File: src/rtl/slbs_pkg.sv
// shared types and constants for the status led and beep sequencer
// no dependencies
`default_nettype none

package slbs_pkg;

    localparam int unsigned PHASE_STEPS = 20;
    localparam int unsigned CMDQ_DEPTH  = 4;

    localparam logic [15:0] DEFAULT_FREQ  = 16'd2000;
    localparam logic [15:0] DEFAULT_MS    = 16'd80;
    localparam logic [7:0]  DEFAULT_COUNT = 8'd1;
    localparam logic [11:0] TONE_TICK_MAX = 12'd4095;
    localparam logic [1:0]  GAP_TICKS     = 2'd2;

    // led pattern register codes
    localparam logic [2:0] PAT_OFF          = 3'd0;
    localparam logic [2:0] PAT_BOOT_AMBER   = 3'd1;
    localparam logic [2:0] PAT_OK_BREATHE   = 3'd2;
    localparam logic [2:0] PAT_CONFIG_BLINK = 3'd3;
    localparam logic [2:0] PAT_UPDATE_RAMP  = 3'd4;
    localparam logic [2:0] PAT_FAULT_BLINK  = 3'd5;

    localparam logic [6:0] AMBER_RED     = 7'd60;
    localparam logic [5:0] AMBER_GREEN   = 6'd30;
    localparam logic [5:0] BREATHE_BASE  = 6'd8;
    localparam logic [5:0] BREATHE_STEP  = 6'd5;
    localparam logic [6:0] CONFIG_BLUE   = 7'd80;
    localparam logic [6:0] FAULT_RED     = 7'd100;
    localparam logic [3:0] BLINK_ON_STEPS = 4'd5;

    // one beep request after defaults, tone length already in ticks
    typedef struct packed {
        logic [15:0] freq;
        logic [11:0] ticks;
        logic [7:0]  count;
    } t_beep;

    // classified item handed from front to back
    typedef struct packed {
        logic  is_req;
        t_beep beep;
    } t_cmd;

    typedef struct packed {
        logic buzzer;
        logic tone_on;
        logic gap_on;
        logic fifo_over;
    } t_seq_status;

endpackage

`default_nettype wire

File: src/rtl/slbs_front.sv
// front part: takes items, applies request defaults, converts tone length to ticks
// depends on slbs_pkg
`default_nettype none

module slbs_front #(
    parameter int unsigned TICK_MS = 50
) (
    input  wire               i_clk,
    input  wire               i_rst_n,
    input  wire               i_valid,
    output logic              o_ready,
    input  wire               i_is_req,
    input  wire  [15:0]       i_freq,
    input  wire  [15:0]       i_ms,
    input  wire  [7:0]        i_count,
    output logic              o_cmd_valid,
    input  wire               i_cmd_ready,
    output slbs_pkg::t_cmd    o_cmd
);
    import slbs_pkg::*;

    // ms / TICK_MS by reciprocal multiply, exact for every 16-bit ms
    localparam int unsigned ShiftW = 16 + $clog2(TICK_MS);
    localparam logic [16:0] RecipM = 17'((64'd1 << ShiftW) / TICK_MS + 64'd1);

    logic        r_valid;
    logic        r_is_req;
    logic [15:0] r_freq;
    logic [15:0] r_ms;
    logic [7:0]  r_count;

    logic [32:0] prod;
    logic [15:0] quot;
    logic [16:0] ticks_sum;
    logic [11:0] ticks;

    assign o_ready = !r_valid || i_cmd_ready;

    always_ff @(posedge i_clk) begin
        if (!i_rst_n) begin
            r_valid <= 1'b0;
        end else if (o_ready) begin
            r_valid <= i_valid;
        end
        if (o_ready && i_valid) begin
            r_is_req <= i_is_req;
            r_freq   <= (i_freq == 16'd0) ? DEFAULT_FREQ : i_freq;
            r_ms     <= (i_ms == 16'd0) ? DEFAULT_MS : i_ms;
            r_count  <= (i_count == 8'd0) ? DEFAULT_COUNT : i_count;
        end
    end

    always_comb begin
        prod      = 33'(r_ms) * 33'(RecipM);
        quot      = 16'(prod >> ShiftW);
        ticks_sum = {1'b0, quot} + 17'd1;
        ticks     = (ticks_sum > 17'(TONE_TICK_MAX)) ? TONE_TICK_MAX : ticks_sum[11:0];
    end

    assign o_cmd_valid     = r_valid;
    assign o_cmd.is_req    = r_is_req;
    assign o_cmd.beep.freq  = r_freq;
    assign o_cmd.beep.ticks = ticks;
    assign o_cmd.beep.count = r_count;

endmodule

`default_nettype wire

File: src/rtl/slbs_cmdq.sv
// short command queue between the front and back parts
// depends on slbs_pkg
`default_nettype none

module slbs_cmdq (
    input  wire               i_clk,
    input  wire               i_rst_n,
    input  wire               i_push_valid,
    output logic              o_push_ready,
    input  slbs_pkg::t_cmd    i_push_cmd,
    output logic              o_pop_valid,
    input  wire               i_pop_ready,
    output slbs_pkg::t_cmd    o_pop_cmd
);
    import slbs_pkg::*;

    localparam int unsigned PtrW = $clog2(CMDQ_DEPTH);
    localparam int unsigned CntW = $clog2(CMDQ_DEPTH + 1);

    t_cmd            r_mem [CMDQ_DEPTH];
    logic [PtrW-1:0] r_wr;
    logic [PtrW-1:0] r_rd;
    logic [CntW-1:0] r_cnt;
    logic            push;
    logic            pop;

    assign o_push_ready = (r_cnt != CntW'(CMDQ_DEPTH));
    assign o_pop_valid  = (r_cnt != '0);
    assign o_pop_cmd    = r_mem[r_rd];
    assign push = i_push_valid && o_push_ready;
    assign pop  = o_pop_valid && i_pop_ready;

    always_ff @(posedge i_clk) begin
        if (!i_rst_n) begin
            r_wr  <= '0;
            r_rd  <= '0;
            r_cnt <= '0;
        end else begin
            if (push) begin
                r_wr <= r_wr + 1'b1;
            end
            if (pop) begin
                r_rd <= r_rd + 1'b1;
            end
            if (push && !pop) begin
                r_cnt <= r_cnt + 1'b1;
            end else if (pop && !push) begin
                r_cnt <= r_cnt - 1'b1;
            end
        end
        if (push) begin
            r_mem[r_wr] <= i_push_cmd;
        end
    end

endmodule

`default_nettype wire

File: src/rtl/slbs_back.sv
// back part: beep request fifo, tone sequencer, led rendering and result register
// depends on slbs_pkg
`default_nettype none

module slbs_back #(
    parameter int unsigned QUEUE_DEPTH = 4
) (
    input  wire                   i_clk,
    input  wire                   i_rst_n,
    input  wire                   i_cfg_valid,
    input  wire  [2:0]            i_cfg_data,
    input  wire                   i_cmd_valid,
    output logic                  o_cmd_ready,
    input  slbs_pkg::t_cmd        i_cmd,
    output logic                  o_res_valid,
    input  wire                   i_res_ready,
    output logic [39:0]           o_res_data,
    output slbs_pkg::t_seq_status o_seq
);
    import slbs_pkg::*;

    localparam int unsigned IdxW  = (QUEUE_DEPTH > 1) ? $clog2(QUEUE_DEPTH) : 1;
    localparam int unsigned FillW = $clog2(QUEUE_DEPTH + 1);
    localparam logic [IdxW-1:0]  LastIdx   = IdxW'(QUEUE_DEPTH - 1);
    localparam logic [FillW-1:0] FullFill  = FillW'(QUEUE_DEPTH);
    localparam logic [4:0]       LastPhase = 5'(PHASE_STEPS - 1);

    t_beep            r_fifo [QUEUE_DEPTH];
    logic [IdxW-1:0]  r_head, n_head;
    logic [IdxW-1:0]  r_tail, n_tail;
    logic [FillW-1:0] r_fill, n_fill;
    logic [7:0]       r_beeps, n_beeps;
    logic [11:0]      r_tone, n_tone;
    logic [1:0]       r_gap, n_gap;
    logic [15:0]      r_freq, n_freq;
    logic [11:0]      r_ticks, n_ticks;
    logic             r_buzzer, n_buzzer;
    logic [4:0]       r_phase, n_phase;
    logic [2:0]       r_led_pattern;

    logic             r_out_valid;
    logic             r_out_status;
    logic             r_out_buzzer;
    logic [15:0]      r_out_freq;
    logic [6:0]       r_out_red;
    logic [5:0]       r_out_green;
    logic [6:0]       r_out_blue;

    logic             fire;
    logic             fifo_wr;
    logic             status;
    logic             pop;
    t_beep            head;
    logic [7:0]       beeps_eff;
    logic [11:0]      ticks_eff;
    logic [3:0]       ph_mod;
    logic             lit;
    logic [6:0]       red;
    logic [5:0]       green;
    logic [6:0]       blue;

    assign o_cmd_ready = !r_out_valid || i_res_ready;
    assign fire        = i_cmd_valid && o_cmd_ready;
    assign head        = r_fifo[r_head];

    always_comb begin
        n_head    = r_head;
        n_tail    = r_tail;
        n_fill    = r_fill;
        n_beeps   = r_beeps;
        n_tone    = r_tone;
        n_gap     = r_gap;
        n_freq    = r_freq;
        n_ticks   = r_ticks;
        n_buzzer  = r_buzzer;
        n_phase   = r_phase;
        fifo_wr   = 1'b0;
        status    = 1'b0;
        red       = '0;
        green     = '0;
        blue      = '0;
        pop       = (r_beeps == 8'd0) && (r_tone == 12'd0) && (r_gap == 2'd0)
                    && (r_fill != '0);
        beeps_eff = pop ? head.count : r_beeps;
        ticks_eff = pop ? head.ticks : r_ticks;
        ph_mod    = (r_phase >= 5'd10) ? 4'(r_phase - 5'd10) : r_phase[3:0];
        lit       = ph_mod < BLINK_ON_STEPS;

        if (fire && i_cmd.is_req) begin
            if (r_fill == FullFill) begin
                status = 1'b1;
            end else begin
                fifo_wr = 1'b1;
                n_fill  = r_fill + 1'b1;
                n_tail  = (r_tail == LastIdx) ? '0 : r_tail + 1'b1;
            end
        end else if (fire) begin
            if (pop) begin
                n_freq  = head.freq;
                n_ticks = head.ticks;
                n_beeps = head.count;
                n_fill  = r_fill - 1'b1;
                n_head  = (r_head == LastIdx) ? '0 : r_head + 1'b1;
            end
            if (beeps_eff != 8'd0 && r_tone == 12'd0 && r_gap == 2'd0) begin
                n_buzzer = 1'b1;
                n_tone   = ticks_eff;
            end else if (r_tone != 12'd0) begin
                n_tone = r_tone - 1'b1;
                if (r_tone == 12'd1) begin
                    n_buzzer = 1'b0;
                    n_gap    = GAP_TICKS;
                end
            end else if (r_gap != 2'd0) begin
                n_gap = r_gap - 1'b1;
                // a beep counts as done once its gap has run out
                if (r_gap == 2'd1 && r_beeps != 8'd0) begin
                    n_beeps = r_beeps - 1'b1;
                end
            end

            case (r_led_pattern)
                PAT_OFF: begin
                end
                PAT_BOOT_AMBER: begin
                    red   = AMBER_RED;
                    green = AMBER_GREEN;
                end
                PAT_OK_BREATHE: begin
                    green = BREATHE_BASE + 6'({2'b00, ph_mod} * BREATHE_STEP);
                end
                PAT_CONFIG_BLINK: begin
                    blue = lit ? CONFIG_BLUE : 7'd0;
                end
                PAT_UPDATE_RAMP: begin
                    red  = {r_phase, 2'b00};
                    blue = {r_phase, 2'b00};
                end
                PAT_FAULT_BLINK: begin
                    red = lit ? FAULT_RED : 7'd0;
                end
                default: begin
                end
            endcase

            n_phase = (r_phase == LastPhase) ? 5'd0 : r_phase + 1'b1;
        end
    end

    always_ff @(posedge i_clk) begin
        if (!i_rst_n) begin
            r_head        <= '0;
            r_tail        <= '0;
            r_fill        <= '0;
            r_beeps       <= '0;
            r_tone        <= '0;
            r_gap         <= '0;
            r_freq        <= '0;
            r_ticks       <= '0;
            r_buzzer      <= 1'b0;
            r_phase       <= '0;
            r_led_pattern <= PAT_BOOT_AMBER;
            r_out_valid   <= 1'b0;
        end else begin
            r_head   <= n_head;
            r_tail   <= n_tail;
            r_fill   <= n_fill;
            r_beeps  <= n_beeps;
            r_tone   <= n_tone;
            r_gap    <= n_gap;
            r_freq   <= n_freq;
            r_ticks  <= n_ticks;
            r_buzzer <= n_buzzer;
            r_phase  <= n_phase;
            if (i_cfg_valid) begin
                r_led_pattern <= i_cfg_data;
            end
            if (fire) begin
                r_out_valid <= 1'b1;
            end else if (i_res_ready) begin
                r_out_valid <= 1'b0;
            end
        end
        if (fire) begin
            r_out_status <= status;
            r_out_buzzer <= n_buzzer;
            r_out_freq   <= n_freq;
            r_out_red    <= red;
            r_out_green  <= green;
            r_out_blue   <= blue;
        end
        if (fifo_wr) begin
            r_fifo[r_tail] <= i_cmd.beep;
        end
    end

    assign o_res_valid = r_out_valid;
    assign o_res_data  = {2'b00, r_out_blue, r_out_green, r_out_red, r_out_freq,
                          r_out_buzzer, r_out_status};

    assign o_seq.buzzer    = r_buzzer;
    assign o_seq.tone_on   = (r_tone != 12'd0);
    assign o_seq.gap_on    = (r_gap != 2'd0);
    assign o_seq.fifo_over = (r_fill > FullFill);

endmodule

`default_nettype wire

File: src/rtl/status_led_and_beep_sequencer.sv
// Status LED and beep sequencer. Each input request is a tick (tuser 0) or a beep
// request (tuser 1); every request yields exactly one result. One request is taken
// per clock unless the output back-pressures; the result is registered through
// the input stage with the ms-to-ticks reciprocal multiply, the command queue and
// the sequencer/render stage. Beep requests queue in a QUEUE_DEPTH-entry fifo and
// are played on ticks; the led pattern register is
// written through the cfg channel, which is always ready.
// depends on slbs_pkg, slbs_front, slbs_cmdq, slbs_back
`default_nettype none

module status_led_and_beep_sequencer #(
    parameter int unsigned TICK_MS     = 50,
    parameter int unsigned QUEUE_DEPTH = 4
) (
    input  wire         i_clk,
    input  wire         i_rst_n,
    input  wire         i_cfg_valid,
    output logic        o_cfg_ready,
    input  wire  [2:0]  i_cfg_data,   // led_pattern
    input  wire         i_s_tvalid,
    output logic        o_s_tready,
    input  wire  [39:0] i_s_tdata,    // tone_freq_req[15:0], tone_ms_req[31:16], beep_count_req[39:32]
    input  wire         i_s_tuser,    // operation
    output logic        o_m_tvalid,
    input  wire         i_m_tready,
    output logic [39:0] o_m_tdata     // status[0], buzzer_active[1], tone_freq_hz[17:2],
                                      // red[24:18], green[30:25], blue[37:31], zero[39:38]
);
    import slbs_pkg::*;

    logic        w_f_valid;
    logic        w_f_ready;
    t_cmd        w_f_cmd;
    logic        w_q_valid;
    logic        w_q_ready;
    t_cmd        w_q_cmd;
    t_seq_status w_seq;

    assign o_cfg_ready = 1'b1;

    slbs_front #(
        .TICK_MS (TICK_MS)
    ) u_front (
        .i_clk       (i_clk),
        .i_rst_n     (i_rst_n),
        .i_valid     (i_s_tvalid),
        .o_ready     (o_s_tready),
        .i_is_req    (i_s_tuser),
        .i_freq      (i_s_tdata[15:0]),
        .i_ms        (i_s_tdata[31:16]),
        .i_count     (i_s_tdata[39:32]),
        .o_cmd_valid (w_f_valid),
        .i_cmd_ready (w_f_ready),
        .o_cmd       (w_f_cmd)
    );

    slbs_cmdq u_cmdq (
        .i_clk        (i_clk),
        .i_rst_n      (i_rst_n),
        .i_push_valid (w_f_valid),
        .o_push_ready (w_f_ready),
        .i_push_cmd   (w_f_cmd),
        .o_pop_valid  (w_q_valid),
        .i_pop_ready  (w_q_ready),
        .o_pop_cmd    (w_q_cmd)
    );

    slbs_back #(
        .QUEUE_DEPTH (QUEUE_DEPTH)
    ) u_back (
        .i_clk       (i_clk),
        .i_rst_n     (i_rst_n),
        .i_cfg_valid (i_cfg_valid),
        .i_cfg_data  (i_cfg_data),
        .i_cmd_valid (w_q_valid),
        .o_cmd_ready (w_q_ready),
        .i_cmd       (w_q_cmd),
        .o_res_valid (o_m_tvalid),
        .i_res_ready (i_m_tready),
        .o_res_data  (o_m_tdata),
        .o_seq       (w_seq)
    );

    a_tone_gap_excl: assert property (@(posedge i_clk) disable iff (!i_rst_n)
        !(w_seq.tone_on && w_seq.gap_on))
        else $error("tone and gap counters both running");

    a_buzzer_tone: assert property (@(posedge i_clk) disable iff (!i_rst_n)
        w_seq.buzzer == w_seq.tone_on)
        else $error("buzzer level disagrees with tone counter");

    a_gap_after_tone: assert property (@(posedge i_clk) disable iff (!i_rst_n)
        $fell(w_seq.tone_on) |-> w_seq.gap_on)
        else $error("tone ended without a gap");

    a_fifo_bound: assert property (@(posedge i_clk) disable iff (!i_rst_n)
        !w_seq.fifo_over)
        else $error("beep fifo fill beyond depth");

endmodule

`default_nettype wire
File: config.mk
export PLATFORM = sky130hd
export DESIGN_NAME = status_led_and_beep_sequencer
export DESIGN_NICKNAME = d
export VERILOG_FILES = /design/src/rtl/slbs_pkg.sv /design/src/rtl/slbs_front.sv /design/src/rtl/slbs_cmdq.sv /design/src/rtl/slbs_back.sv /design/src/rtl/status_led_and_beep_sequencer.sv
export SDC_FILE = /design/constraint.sdc
export NUM_CORES = 1
export LEC_CHECK = 0
export ABC_AREA = 1
export BUFFER_PORTS_ARGS = -buffer_cell sky130_fd_sc_hd__buf_2
export CORE_ASPECT_RATIO = 1.1
export CORE_MARGIN = 4
export CORE_UTILIZATION = 40
export DETAILED_ROUTE_END_ITERATION = 16
export MAX_ROUTING_LAYER = met4
export PLACE_DENSITY_LB_ADDON = 0.1
export SETUP_SLACK_MARGIN = 0.1
export SYNTH_ARGS = -nofsm -noshare
export SYNTH_HDL_FRONTEND = slang
export SYNTH_SLANG_ARGS = --single-unit
File: constraint.sdc
create_clock -name i_clk -period 6.31 [get_ports i_clk]
set_clock_uncertainty 0.2 [all_clocks]
set_input_delay 1.262 -clock i_clk [delete_from_list [all_inputs] [get_ports i_clk]]
set_output_delay 1.262 -clock i_clk [all_outputs]
set_load 0.05 [all_outputs]
### Yosys cells after proc, flatten, opt, wreduce, memory -nomap -nowiden

Memories as Yosys holds them, arrays and structs flattened. A register that Yosys moved wholly into a read port is not among the register bits.
Index checks and enable logic that the tools add are counted.

| word-level totals | value |
|---|---|
| memories | 2 |
| input bits | 49 |
| register bits | 154 |
| bits in writable memories | 292 |
| output and inout port bits | 43 |
| logic and storage cells | 155 |

Memories:

| name | depth | width | read ports | clocked after memory_dff | wr ports | line | RTL |
|---|---|---|---|---|---|---|---|
| u_cmdq.r_mem | 4 | 37 | 1 | 1 | 1 | slbs_cmdq.sv:20 | `t_cmd r_mem [CMDQ_DEPTH];` |
| u_back.r_fifo | 4 | 36 | 1 | 1 | 1 | slbs_back.sv:28 | `t_beep r_fifo [QUEUE_DEPTH];` |

| cells by class | value |
|---|---|
| mux-type cells | 48 |
| multipliers | 2 |
| $add $sub $neg | 15 |
| bitwise logic cells | 3 |
| equal/unequal tests | 14 |
| reduce and logical (&&, ||, !) cells | 42 |
| order comparisons | 3 |

Operators by type and width:

| cell | count |
|---|---|
| 12-bit two-way mux | 4 |
| 16-bit two-way mux | 3 |
| 8-bit two-way mux | 5 |
| 16-bit by 17-bit multiplier with 33-bit output, second input constant | 1 |
| 16-bit zero test | 2 |
| 7-bit one-hot mux with 3 select lines | 1 |
| 2-bit two-way mux | 9 |
| 3-bit two-way mux | 6 |
| 17-bit by 12-bit > comparator with 1-bit output, second input constant | 1 |
| 8-bit zero test | 2 |
| 8-bit nonzero test | 2 |
| 1-bit two-way mux | 14 |
| 7-bit two-way mux | 2 |
| 7-bit one-hot mux with 2 select lines | 1 |
| 2-bit nonzero test | 7 |
| 11-bit by 1-bit adder with 12-bit output, second input constant | 1 |
| 12-bit by 1-bit == test with 1-bit output, second input constant | 1 |
| 1-bit logical AND | 12 |
| 12-bit zero test | 1 |
| 6-bit one-hot mux with 2 select lines | 1 |
| 12-bit nonzero test | 1 |
| 12-bit by 1-bit subtractor with 12-bit output, second input constant | 1 |
| 3-bit == test, second input constant | 3 |
| 3-bit AND reduction | 3 |
| other kinds (27) | 43 |

### Depth between registers and ports, before layout

| logic depth | value |
|---|---|
| depth in word-level cells | 11 |
| depth in mapped cells | 29 |
| depth with buffers taken out | 29 |

### Cells and area by module

A second synthesis with hierarchy kept.

| second synthesis, totals | value |
|---|---|
| cell total of the unflattened synthesis | 2343 |
| area, all modules | 24108.1 µm² |

Modules (own cells, without submodules):

| module | area an instance (µm²) | times used | sequential area each (µm²) | cells an instance |
|---|---|---|---|---|
| slbs_back | 10397.5 | 1 | 6726.5 | 981 |
| slbs_front | 7731.2 | 1 | 1251.2 | 934 |
| slbs_cmdq | 5968.2 | 1 | 4624.4 | 426 |
| status_led_and_beep_sequencer | 11.3 | 1 | 0.0 | 2 |

### Least setup slack after synthesis

No wires, ideal clock.

| timing | value |
|---|---|
| path kind | register -> register |
| start | reg u_front.r_ms[14] |
| end | mem u_cmdq.r_mem[0][16] (netlist name), data pin |
| setup time | 0.257 ns |
| buffers on the path | 0 |
| arrival | 5.743 ns |
| period minus slack after synthesis | 6.200 ns |
| setup slack | 0.110 ns |
| data required time | 5.853 ns |
| stages on the path, launching flop included | 26 |
| cell sequence | edfxtp_1 -> inv_1 -> fa_1 -> fa_1 -> inv_1 -> fa_1 -> fa_1 -> fa_1 -> inv_1 -> fa_1 -> inv_1 -> ha_1 -> a21oi_1 -> o21ai_0 -> a21oi_1 -> a21boi_0 -> nand2_1 -> nand2_1 -> nand2_1 -> inv_1 -> ha_1 -> nand2_1 -> nor2_1 -> nand4_1 -> nand2_1 -> inv_1 |

RTL lines:

| what | line | RTL |
|---|---|---|
| start, declared | slbs_front.sv:29 | `logic [15:0] r_ms;` |
| start signal, assigned | slbs_front.sv:48 | `r_ms <= (i_ms == 16'd0) ? DEFAULT_MS : i_ms;` |
| end, declared | slbs_cmdq.sv:20 |  |

==> load_flow_metrics.sql <==
INSERT INTO impl_metrics (metric_group, metric, value, unit) VALUES
('critical_path', 'critPathArrivalTime', '6.14', 'ns'),
('sta', 'hold_violations', '0', ''),
('sta', 'max-slew-margin-rel', '33.2', '%'),
('critical_path', 'critical_path.most_common_cell', 'sky130_fd_sc_hd__fa_1', ''),
('global_routing', 'grt_pass1_wl', '86.0', 'mm'),
('floorplanning', 'floorplan.initialDensity', '40.4', '%'),
('drt', 'per_cell_routed_wire_length', '17.1', 'µm'),
('synth', 'synth_top_area_share', '46.6', '%'),
('critical_path', 'wp_buf_inv', '3', ''),
('clocking', 'clk_latency', '0.58', 'ns'),
('sta', 'maxSlewViolCount', '0', ''),
('sta', 'finalWorstSetupSlack', '0.284', 'ns'),
('clocking', 'cts_tree', 'built', ''),
('final_layout', 'share_of_layout_cells_above_drive_strength_1', '15.6', '%'),
('floorplanning', 'floorplan.die_area', '0.0630', 'mm²'),
('sta', 'rsz_0062_raised_after_global_routing', 'no', ''),
('clocking', 'maximum_level_of_the_cts_h_tree', '2', ''),
('final_layout', 'layout.core_utilization', '46.9', '%'),
('critical_path', 'worstPathRequired', '6.43', 'ns'),
('placed_design', 'placedInstanceArea', '0.0252', 'mm²'),
('drt', 'vias', '15700', ''),
('placed_design', 'place.gp.congestion', '0.897', ''),
('placed_design', 'dp_hpwl', '37.7', 'mm'),
('clocking', 'cts_sinks', '446', ''),
('drt', 'drc', '0', ''),
('critical_path', 'crit_path_start_kind', 'register', ''),
('outcome', 'outcome', 'completed', ''),
('critical_path', 'critPathMaxStageDelay', '0.55', 'ns'),
('drt', 'route.detailed.vias_per_inst', '4.94', ''),
('synth', 'synth_cell_type_count', '48', ''),
('sta', 'worst_slew_pin_slew', '1.00', 'ns'),
('global_routing', 'grt_start_max_net_pins', '75', ''),
('clocking', 'cts_root_buffer', 'sky130_fd_sc_hd__clkbuf_16', ''),
('sta', 'final.period_utilization', '95.5', '%'),
('final_layout', 'nFillCells', '5450', ''),
('synth', 'yosysWarningCount', '0', ''),
('sta', 'report.final.setup_viol', '0', ''),
('final_layout', 'area_growth', '16.3', '%'),
('min_path', 'worst_hold_path_type', 'reg2reg', ''),
('sta', 'period_minus_slack', '6.03', 'ns'),
('floorplanning', 'top_level_ports', '92', ''),
('clocking', 'cts_hold_buf', '0', ''),
('critical_path', 'worstPathCellList', 'fa_1, fa_1, inv_1, fa_1, inv_1, fa_1, fa_1, fa_1, ha_4, buf_4, nand2_2, nor2_4, nand3_4, nor2_4, nand2_1, nor2_1, nand2_2, nand3b_1, nand3_2, nor2_4, nand2_2, xor2_2', ''),
('synth', 'netlist_area_before_placement', '0.0236', 'mm²'),
('floorplanning', 'dieWidth', '240', 'µm'),
('synth', 'avgSynthCellArea', '10.5', 'µm²'),
('floorplanning', 'core.rowCount', '93', ''),
('final_layout', 'fin_area', '0.0275', 'mm²'),
('drt', 'drt_wl_total', '54.1', 'mm'),
('synth', 'post_synthesis_instance_total', '2252', ''),
('sta', 'fmax', '0.166', 'GHz'),
('global_routing', 'grt-ovfl-total', '0', ''),
('placed_design', 'io_buffers', '84', ''),
('synth', 'postSynthRegisterBits', '446', ''),
('placed_design', 'dpl_worst_slack', '-0.128', 'ns'),
('global_routing', 'first_global_vias', '15500', ''),
('critical_path', 'worst_path_dominant_cell_family', 'adder cells', ''),
('critical_path', 'crit_path_max_fanout', '4', ''),
('drt', 'dr.pass1.iters', '5', ''),
('floorplanning', 'die_height', '263', 'µm'),
('synth', 'netlist_top_cells_area', 'sky130_fd_sc_hd__edfxtp_1 47%, sky130_fd_sc_hd__fa_1 8.6%, sky130_fd_sc_hd__ha_1 8.3%', ''),
('global_routing', 'grt_use_total', '17.7', '%'),
('final_layout', 'antenna_cells_inserted', '0', ''),
('synth', 'synth_top_area_cell', 'sky130_fd_sc_hd__edfxtp_1', ''),
('drt', 'first_iter_violations', '780', ''),
('critical_path', 'timing_worst_setup_path_type', 'reg2reg', ''),
('final_layout', 'nNetsFinal', '2678', ''),
('critical_path', 'cp-end-kind', 'register', ''),
('floorplanning', 'floorplan.core_area', '0.0585', 'mm²'),
('clocking', 'clock_path_buffers', '3', ''),
('flow_run', 'maxCapViolCount', '0', ''),
('drt', 'drt.antenna.violating_nets', '0', ''),
('global_routing', 'antenna_violations_before_repair', '0', ''),
('critical_path', 'cpMaxStageDelayCell', 'sky130_fd_sc_hd__fa_1', ''),
('synth', 'seq_area_frac_synth', '53.3', '%'),
('clocking', 'cts_inserted_buffers', '49', ''),
('clocking', 'clkSlewWorstSetupHoldPaths', '0.06', 'ns');
[synthesized netlist by cell type (all sizes together)]
cell / n
a211oi: 14
a21boi: 1
a21o: 3
a21oi: 92
a221oi: 1
a31oi: 6
a32o: 11
buf: 26
clkbuf: 83
conb: 2
dfxtp: 79
edfxtp: 367
fa: 101
ha: 157
inv: 333
mux2i: 1
nand2: 305
nand3: 57
nand3b: 6
nand4: 17
nor2: 261
nor3: 21
nor3b: 3
nor4: 13
o211a: 1
o211ai: 2
o21a: 3
o21ai: 201
o21bai: 3
o221ai: 16
o22ai: 37
o31ai: 1
or2: 4
or3: 1
xnor2: 7
xor2: 16
[cells by family after synthesis]
group | Yosys count | share of synthesized area [%]
adder cells (fa/ha/maj) | 258 | 16.9
multiplexers | 1 | 0.0424
flip-flops | 446 | 53.3
buffers and inverters | 442 | 7.27
AO/OA/AOI/OAI | 392 | 9.40
other | 2 | 0.0318
XOR/XNOR | 23 | 0.852
AND/OR/NAND/NOR | 688 | 12.2
[final cells by class]
cell class / instances / area [µm²] / area share [%]
tap: 760 / 951 / 3.46
clock buffer: 62 / 1310 / 4.75
multi-input combinational: 1369 / 9850 / 35.8
sequential: 446 / 12600 / 45.9
clock inverter: 28 / 400 / 1.46
inverter: 333 / 1250 / 4.55
timing repair buffer: 172 / 1120 / 4.06
[state kept, by name, summed over array words and instances (netlist names), 6 cells and up, named ones only]
signal and cells:
u_back.r_tone 12, u_back.r_beeps 8, u_back.r_out_freq 16, u_front.r_ms 16
u_back.r_ticks 12, u_cmdq.r_mem 148, u_back.r_freq 16, u_back.r_fifo 144
u_front.r_count 8, u_back.r_out_green 6, u_front.r_freq 16
[through the flow]
step	hold slack [ns]	cells	TNS (ns)
CTS	0.271	3160	0
finish	0.270	3170	0
global placement	0.251	3068	-0.0751
floorplan	0.236	2257	0
detailed placement	0.264	3068	-1.88
global route	0.294	3170	0
[path summary, 6_finish.rpt]
path,end,depth (start not counted),start,slack (ns)
min reg2reg,register,1,u_cmdq.r_rd[0],0.27
min,register,1,u_cmdq.r_rd[0],0.27
max reg2reg,u_cmdq.r_mem[2][15],22,u_front.r_ms[12],0.28
max,u_cmdq.r_mem[2][15],22,u_front.r_ms[12],0.28
[cell usage in the layout (no fill, tap or decap), types with 49 or more instances in the layout]
| cell type | n |
|---|---|
| sky130_fd_sc_hd__a21oi_1 | 83 |
| sky130_fd_sc_hd__buf_2 | 84 |
| sky130_fd_sc_hd__buf_4 | 81 |
| sky130_fd_sc_hd__clkbuf_16 | 49 |
| sky130_fd_sc_hd__dfxtp_1 | 77 |
| sky130_fd_sc_hd__edfxtp_1 | 367 |
| sky130_fd_sc_hd__fa_1 | 97 |
| sky130_fd_sc_hd__ha_1 | 146 |
| sky130_fd_sc_hd__inv_1 | 318 |
| sky130_fd_sc_hd__nand2_1 | 280 |
| sky130_fd_sc_hd__nor2_1 | 224 |
| sky130_fd_sc_hd__o21ai_0 | 195 |
[routing by layer]
layer	global-route usage, %	share of wire [%]	wire length [µm]	vias to the layer above
li1	-	-	-	7810
met1	23.8	47	25300	7543
met2	28.4	48	25700	236
met3	2.54	3.4	1840	85
met4	4.32	2.3	1220	0
met5	-	0	0	-
[what timing repair did]
action | 4_1_cts | 5_1_grt
resized for setup | 14 | 109
pin swaps | 2 | 56
setup endpoints to repair | 40 | 44
setup buffers | 2 | 10
endpoints found under the hold margin | 0 | 0
Power is not shown: default switching activity piles up to over one toggle a cycle in this logic, so the estimate is an artifact.
